File: config.mk
export PLATFORM = sky130hd
export DESIGN_NAME = sorted_min_priority_list
export DESIGN_NICKNAME = d
export VERILOG_FILES = /design/src/sv/smpl_pkg.sv /design/src/sv/smpl_ram.sv /design/src/sv/sorted_min_priority_list.sv
export SDC_FILE = /design/constraint.sdc
export NUM_CORES = 2
export LEC_CHECK = 0
export BUFFER_PORTS_ARGS = -buffer_cell sky130_fd_sc_hd__buf_2
export CORE_MARGIN = 5
export CORE_UTILIZATION = 45
export DETAILED_ROUTE_END_ITERATION = 10
export PLACE_DENSITY = 0.6
export SETUP_SLACK_MARGIN = 0.5
export SLEW_MARGIN = 20
export SYNTH_ARGS = -nofsm -noshare
export SYNTH_HDL_FRONTEND = slang
export SYNTH_SLANG_ARGS = --single-unit
File: constraint.sdc
create_clock -name clk_i -period 4.8 [get_ports clk_i]
set_clock_uncertainty 0.1 [all_clocks]
set_input_delay 0.24 -clock clk_i [delete_from_list [all_inputs] [get_ports clk_i]]
set_output_delay 0.24 -clock clk_i [all_outputs]
set_load 0.01 [all_outputs]
File: src/sv/smpl_pkg.sv
`default_nettype none
// ----------------------------------------------------------------------------
// smpl_pkg
// Shared types and constants of the sorted minimum priority list.
// ----------------------------------------------------------------------------
package smpl_pkg;

  localparam int unsigned CAPACITY = 64;
  localparam int unsigned AddrW    = $clog2(CAPACITY);
  localparam int unsigned CntW     = $clog2(CAPACITY + 1);
  localparam int unsigned EntryW   = 32;

  typedef enum logic [0:0] {
    ReqInsert = 1'b0,
    ReqRemove = 1'b1
  } req_type_e;

  typedef enum logic [1:0] {
    ErrNone  = 2'd0,
    ErrFull  = 2'd1,
    ErrEmpty = 2'd2
  } error_code_e;

  typedef enum logic [2:0] {
    StIdle,
    StInsRd,
    StInsSh,
    StInsWr,
    StRemRd,
    StRemHd,
    StScan
  } state_e;

  typedef struct packed {
    logic [15:0] idx;
    logic [15:0] key;
  } entry_t;

  typedef struct packed {
    req_type_e   req_type;
    logic [15:0] entry_index;
    logic [15:0] distance_key;
  } req_t;

  typedef struct packed {
    logic [15:0] head_index;
    logic [15:0] head_key;
    logic [6:0]  min_tie_count;
    logic [6:0]  entry_count;
    logic        is_empty;
    error_code_e error_code;
  } res_t;

endpackage
`default_nettype wire

File: src/sv/smpl_ram.sv
`default_nettype none
// ----------------------------------------------------------------------------
// smpl_ram
// Generic simple dual-port RAM, one write port, one registered read port.
// ----------------------------------------------------------------------------
module smpl_ram #(
  parameter int unsigned WIDTH = 32,
  parameter int unsigned DEPTH = 64
) (
  input  wire logic                     clk_i,
  input  wire logic                     we_i,
  input  wire logic [$clog2(DEPTH)-1:0] waddr_i,
  input  wire logic [WIDTH-1:0]         wdata_i,
  input  wire logic [$clog2(DEPTH)-1:0] raddr_i,
  output      logic [WIDTH-1:0]         rdata_o
);

  logic [WIDTH-1:0] mem [DEPTH];

  always_ff @(posedge clk_i) begin
    if (we_i) begin
      mem[waddr_i] <= wdata_i;
    end
    rdata_o <= mem[raddr_i];
  end

endmodule
`default_nettype wire

File: src/sv/sorted_min_priority_list.sv
`default_nettype none
// ----------------------------------------------------------------------------
// sorted_min_priority_list
// Bounded priority list kept in key order in a circular RAM buffer.
// ----------------------------------------------------------------------------
// A request is taken when start is high and busy is low; its result shows on
// res_o for exactly one cycle with res_valid_o, and the receiver cannot stall
// it. Entries sit in ascending key order in one RAM used as a circular buffer,
// so a remove only moves the head pointer. An insert walks from the tail
// toward the head, one RAM read and one write per cycle, moving every entry
// whose key is not below the new key. An insert into an empty list goes straight
// to writing the new entry. A remove that leaves entries reads the new head and
// finishes there while the old run of equal minimum keys goes on; when that
// run is used up it scans the new run entry by entry to count its ties.
// Errors and a remove that empties the list finish straight from idle and
// never raise busy. Busy falls at the same edge that puts the result out.
// ----------------------------------------------------------------------------
module sorted_min_priority_list
  import smpl_pkg::*;
(
  input  wire logic clk_i,
  input  wire logic rst_ni,
  input  wire logic start,
  output      logic busy,
  input  wire req_t req_i,
  output      logic res_valid_o,
  output      res_t res_o
);

  state_e           state_q, state_d;
  logic [CntW-1:0]  cnt_q, cnt_d;
  logic [CntW-1:0]  ties_q, ties_d;
  logic [AddrW-1:0] hd_q, hd_d;
  logic [AddrW-1:0] ptr_q, ptr_d;
  entry_t           head_q, head_d;
  entry_t           new_q, new_d;
  res_t             res_q, res_d;
  logic             res_valid_q, res_valid_d;

  logic             accept;
  logic             fin;
  error_code_e      err;
  logic             ram_we;
  logic [AddrW-1:0] ram_waddr;
  logic [AddrW-1:0] ram_raddr;
  entry_t           ram_wdata;
  entry_t           rdata;
  logic             key_lt;
  logic             key_eq;
  logic             scan_more;
  logic             full;
  logic [AddrW:0]   hd_inc;

  function automatic logic [AddrW-1:0] phys(input logic [AddrW-1:0] hd,
                                            input logic [AddrW-1:0] lg);
    logic [AddrW:0] s;
    s = {1'b0, hd} + {1'b0, lg};
    if (s >= (AddrW+1)'(CAPACITY)) begin
      s = s - (AddrW+1)'(CAPACITY);
    end
    return s[AddrW-1:0];
  endfunction

  smpl_ram #(
    .WIDTH (EntryW),
    .DEPTH (CAPACITY)
  ) u_ram (
    .clk_i   (clk_i),
    .we_i    (ram_we),
    .waddr_i (ram_waddr),
    .wdata_i (ram_wdata),
    .raddr_i (ram_raddr),
    .rdata_o (rdata)
  );

  assign busy      = (state_q != StIdle);
  assign accept    = start && !busy;
  assign key_lt    = rdata.key < new_q.key;
  assign key_eq    = rdata.key == head_q.key;
  assign scan_more = (CntW'(ptr_q) + CntW'(1)) < cnt_q;
  assign full      = (cnt_q == CntW'(CAPACITY));
  assign hd_inc    = {1'b0, hd_q} + (AddrW+1)'(1);

  // next state
  always_comb begin
    state_d = state_q;
    unique case (state_q)
      StIdle: begin
        if (accept) begin
          if (req_i.req_type == ReqInsert) begin
            if (!full) begin
              state_d = (cnt_q == '0) ? StInsWr : StInsRd;
            end
          end else if (cnt_q > CntW'(1)) begin
            state_d = StRemRd;
          end
        end
      end
      StInsRd: state_d = StInsSh;
      StInsSh: begin
        if (!key_lt) begin
          state_d = (ptr_q == AddrW'(1)) ? StInsWr : StInsSh;
        end else begin
          state_d = StIdle;
        end
      end
      StInsWr: state_d = StIdle;
      StRemRd: state_d = StRemHd;
      StRemHd: begin
        if (ties_q > CntW'(1) || cnt_q == CntW'(1)) begin
          state_d = StIdle;
        end else begin
          state_d = StScan;
        end
      end
      StScan: begin
        if (key_eq && scan_more) begin
          state_d = StScan;
        end else begin
          state_d = StIdle;
        end
      end
      default: state_d = StIdle;
    endcase
  end

  // datapath and ram control
  always_comb begin
    cnt_d     = cnt_q;
    ties_d    = ties_q;
    hd_d      = hd_q;
    ptr_d     = ptr_q;
    head_d    = head_q;
    new_d     = new_q;
    fin       = 1'b0;
    err       = ErrNone;
    ram_we    = 1'b0;
    ram_waddr = phys(hd_q, ptr_q);
    ram_wdata = rdata;
    ram_raddr = phys(hd_q, ptr_q);
    unique case (state_q)
      StIdle: begin
        if (accept) begin
          if (req_i.req_type == ReqInsert) begin
            if (full) begin
              fin = 1'b1;
              err = ErrFull;
            end else begin
              new_d.idx = req_i.entry_index;
              new_d.key = req_i.distance_key;
              ptr_d     = cnt_q[AddrW-1:0];
              cnt_d     = cnt_q + CntW'(1);
              if (cnt_q == '0 || req_i.distance_key < head_q.key) begin
                head_d.idx = req_i.entry_index;
                head_d.key = req_i.distance_key;
                ties_d     = CntW'(1);
              end else if (req_i.distance_key == head_q.key) begin
                head_d.idx = req_i.entry_index;
                head_d.key = req_i.distance_key;
                ties_d     = ties_q + CntW'(1);
              end
            end
          end else begin
            if (cnt_q == '0) begin
              fin = 1'b1;
              err = ErrEmpty;
            end else begin
              cnt_d = cnt_q - CntW'(1);
              hd_d  = (hd_inc == (AddrW+1)'(CAPACITY)) ? '0 : hd_inc[AddrW-1:0];
              ptr_d = '0;
              if (cnt_q == CntW'(1)) begin
                head_d = '0;
                ties_d = '0;
                fin    = 1'b1;
              end
            end
          end
        end
      end
      StInsRd: begin
        ram_raddr = phys(hd_q, ptr_q - AddrW'(1));
      end
      StInsSh: begin
        ram_we = 1'b1;
        if (!key_lt) begin
          ram_wdata = rdata;
          ram_raddr = phys(hd_q, ptr_q - AddrW'(2));
          ptr_d     = ptr_q - AddrW'(1);
        end else begin
          ram_wdata = new_q;
          fin       = 1'b1;
        end
      end
      StInsWr: begin
        ram_we    = 1'b1;
        ram_wdata = new_q;
        fin       = 1'b1;
      end
      StRemRd: begin
        ram_raddr = phys(hd_q, '0);
      end
      StRemHd: begin
        head_d = rdata;
        if (ties_q > CntW'(1)) begin
          ties_d = ties_q - CntW'(1);
          fin    = 1'b1;
        end else begin
          ties_d = CntW'(1);
          if (cnt_q == CntW'(1)) begin
            fin = 1'b1;
          end else begin
            ptr_d     = AddrW'(1);
            ram_raddr = phys(hd_q, AddrW'(1));
          end
        end
      end
      StScan: begin
        if (key_eq) begin
          ties_d = ties_q + CntW'(1);
          if (scan_more) begin
            ptr_d     = ptr_q + AddrW'(1);
            ram_raddr = phys(hd_q, ptr_q + AddrW'(1));
          end else begin
            fin = 1'b1;
          end
        end else begin
          fin = 1'b1;
        end
      end
      default: ;
    endcase
  end

  // result register
  always_comb begin
    res_valid_d = fin;
    res_d       = res_q;
    if (fin) begin
      res_d.head_index    = head_d.idx;
      res_d.head_key      = head_d.key;
      res_d.min_tie_count = 7'(ties_d);
      res_d.entry_count   = 7'(cnt_d);
      res_d.is_empty      = (cnt_d == '0);
      res_d.error_code    = err;
    end
  end

  always_ff @(posedge clk_i or negedge rst_ni) begin
    if (!rst_ni) begin
      state_q     <= StIdle;
      cnt_q       <= '0;
      ties_q      <= '0;
      hd_q        <= '0;
      ptr_q       <= '0;
      head_q      <= '0;
      res_valid_q <= 1'b0;
    end else begin
      state_q     <= state_d;
      cnt_q       <= cnt_d;
      ties_q      <= ties_d;
      hd_q        <= hd_d;
      ptr_q       <= ptr_d;
      head_q      <= head_d;
      res_valid_q <= res_valid_d;
    end
  end

  always_ff @(posedge clk_i) begin
    new_q <= new_d;
    res_q <= res_d;
  end

  assign res_valid_o = res_valid_q;
  assign res_o       = res_q;

endmodule
`default_nettype wire

==> flow_metrics.py <==
metrics = {
    "synthesis": {
        "synth_enable_flop_cells": 2129,
        "seq_area_frac_synth_pct": 74.6,
        "yosysWarnings": 0,
        "ys_dominant_reg_cell": "edfxtp_1",
        "ys_ff_latch": 2223,
        "netlist_area_um2": 88700,
        "avgSynthCellArea_um2": 15.2,
        "synth_nets": 5957,
        "synth_cell_types": 70,
        "synthArstFlopShare_pct": 2.79,
        "synthCells": 5849,
    },
    "setup_path": {
        "slowest_delay_ns": 0.54,
        "path_cells": "ha_2 > nand4_1 > xnor2_2 > ha_4 > a21oi_2 > nand2_1 > a221o_1 > buf_6 > or3_4 > a221o_4 > buf_12 > buf_16 > mux4_2 > a22oi_2 > nand4_1 > o311a_1",
        "cp_num_buf_inv": 3,
        "worst_setup_path_end_kind": "register",
        "crit_family": "compound AO/OA/AOI/OAI gates",
        "crit_arrival_ns": 5.48,
        "startpoint_type": "register",
        "worstSetupStartpoint": "ptr_q[1]$_DFFE_PN0P_",
        "crit_type": "reg -> reg",
        "required_ns": 5.42,
        "r2r-start": "ptr_q[1]$_DFFE_PN0P_",
        "crit_slowest_cell": "a221o_4",
        "crit_fanout": 16,
        "path_common_cell": "nand4_1",
    },
    "grt": {
        "grt-ovfl-total": 0,
        "grt_max_degree": 65,
        "grt_pass1_wl_um": 390000,
        "antenna_found_initial": 10,
        "grt_pass1_vias": 54362,
        "track_usage_pct": 26.1,
    },
    "routing": {
        "routed_wl_um": 273000,
        "drtAntennaViolNets": 0,
        "drc": 0,
        "drt_pass1_iterations": 5,
        "wl_per_cell_um": 29.0,
        "vias_per_cell": 5.98,
        "vias": 56281,
        "drt_iter0_markers": 6900,
    },
    "finish": {
        "final-instance-count-excl-fill": 9408,
        "areaGrowthSynthToFinish_pct": 21.3,
        "regArea_um2": 66100,
        "final_nets": 6687,
        "final_cell_mix": "2,129 x edfxtp_1, 1,237 x nand2_1, 523 x buf_4",
        "final_common_cell": "edfxtp_1",
        "drive_above_1_share_pct": 22.0,
        "multi_input_area_um2": 22500,
        "fillCellCount": 15695,
        "fin_util_pct": 54.7,
    },
    "clocking": {
        "numCtsBuffers": 222,
        "clkLatencyLatePin_ns": 0.86,
        "clk_path_buf_depth": 3,
        "htreeDepth": 4,
        "cts_tree": "yes",
        "clkTransAtPathRegs_ns": 0.06,
        "cts.sinks": 2223,
        "root_buffer": "clkbuf_16",
    },
    "die": {
        "die_area_um2": 206000,
        "io_pins": 87,
        "row_count": 163,
        "dieWidth_um": 454,
        "start_util_pct": 45.1,
        "core-area_um2": 197000,
        "die-height_um": 454,
    },
    "job": {
        "drv_cap": 0,
    },
    "sta": {
        "finalCritPeriodShare_pct": 101,
        "rsz0062_at_grt": "true",
        "layout_setup_ws_ns": -0.0549,
        "fin_crit_ns": 4.85,
        "fmax_mhz": 206,
        "hold_viol_final": 0,
        "slew_viol_final": 0,
        "relSlewSlack_pct": 25.5,
        "tightestPinTransition_ns": 1.11,
        "finalSetupViolations": 2,
    },
    "min_path": {
        "min_path_type": "in -> reg",
        "min_from": "req_i[18]",
    },
    "placed_design": {
        "dp.cells": 8862,
        "portBuffers": 86,
        "place.gp.congestion": 0.882,
        "dp_hpwl_um": 163000,
    },
    "outcome": {
        "outcome": "complete, but fails checks",
        "violations": "setup timing",
    },
}
[logic make-up after synthesis]
group                    Yosys count  share of synthesized area, %
AO/OA/AOI/OAI                    700                          6.13
XOR/XNOR                          66                         0.652
adder cells (fa/ha/maj)           72                          1.05
buffers and inverters            406                          1.85
flip-flops                      2223                          74.6
multiplexers                     353                          5.92
AND/OR/NAND/NOR                 2029                          9.84
[through the flow]
stage               hold slack, ns  area [um^2]  setup WS (ns)  TNS (ns)
floorplan                   -0.156        88700          0.540         0
global placement             0.343        97600         -0.844     -5.81
detailed placement           0.340        97600         -0.689     -5.44
CTS                        0.00159       107000         0.0290         0
global route                0.0402       108000         -0.127     -1.60
finish                      0.0642       108000        -0.0549   -0.0794
[final timing paths]
kind | to | slack, ns | depth (start not counted)
max | u_ram.rdata_o[23]$_DFF_P_ | -0.05 | 16
min | new_q[18]$_DFFE_PP_ | 0.06 | 2
max reg2reg | u_ram.rdata_o[23]$_DFF_P_ | -0.05 | 16
min reg2reg | head_q[20]$_DFF_PN0_ | 0.41 | 1
max in group asynchronous | ptr_q[0]$_DFFE_PN0P_ | 3.87 | 3
min in group asynchronous | ties_q[0]$_DFF_PN0_ | 0.07 | 3
[synthesized netlist by cell type, drive strengths merged (68+ instances only)]
cell / number / share of area, %
edfxtp: 2129 / 72
nand2: 1241 / 5.3
nand3: 438 / 2.5
clkbuf: 241 / 1.0
a32oi: 187 / 1.8
mux2i: 186 / 2.1
mux4: 134 / 3.4
nor2: 131 / 0.56
buf: 103 / 0.56
a21boi: 93 / 0.79
a21oi: 84 / 0.47
nand4: 75 / 0.53
ha: 68 / 0.96
[metal layers]
layer | track usage, % | vias to the layer above | share of wire, %
li1 | - | 23967 | -
met1 | 37.0 | 28945 | 40
met5 | 0 | - | 0.0070
met2 | 39.7 | 2875 | 45
met3 | 5.90 | 492 | 10
met4 | 9.73 | 2 | 4.1
[state kept, by name (all words and copies together), names as in the netlist]
name,flops
cnt_q,7
hd_q,6
head_q,32
new_q,32
ptr_q,6
res_o,49
res_valid_o,1
state_q,3
ties_q,7
u_ram.mem,2048
u_ram.rdata_o,32
[final cells by class]
type | count | area share, %
Timing Repair Buffer | 850 | 7.87
Antenna cell | 2 | 0.00465
Inverter | 62 | 0.216
Multi-Input combinational cell | 3220 | 20.9
Clock inverter | 108 | 0.780
Clock buffer | 303 | 5.67
Tap cell | 2640 | 3.07
Sequential cell | 2223 | 61.5
[repair_timing]
action                                  CTS  global route
cloned                                   13             7
endpoints found under the setup margin  147            96
resized for setup                       210            90
endpoints found under the hold margin   174             0
hold buffers                             48             0
pin swaps                                52            37
setup buffers                            46            19
Power is left out: the tool's default activity adds up to more than one toggle a clock period on the data nets, which glitch-free logic cannot reach.
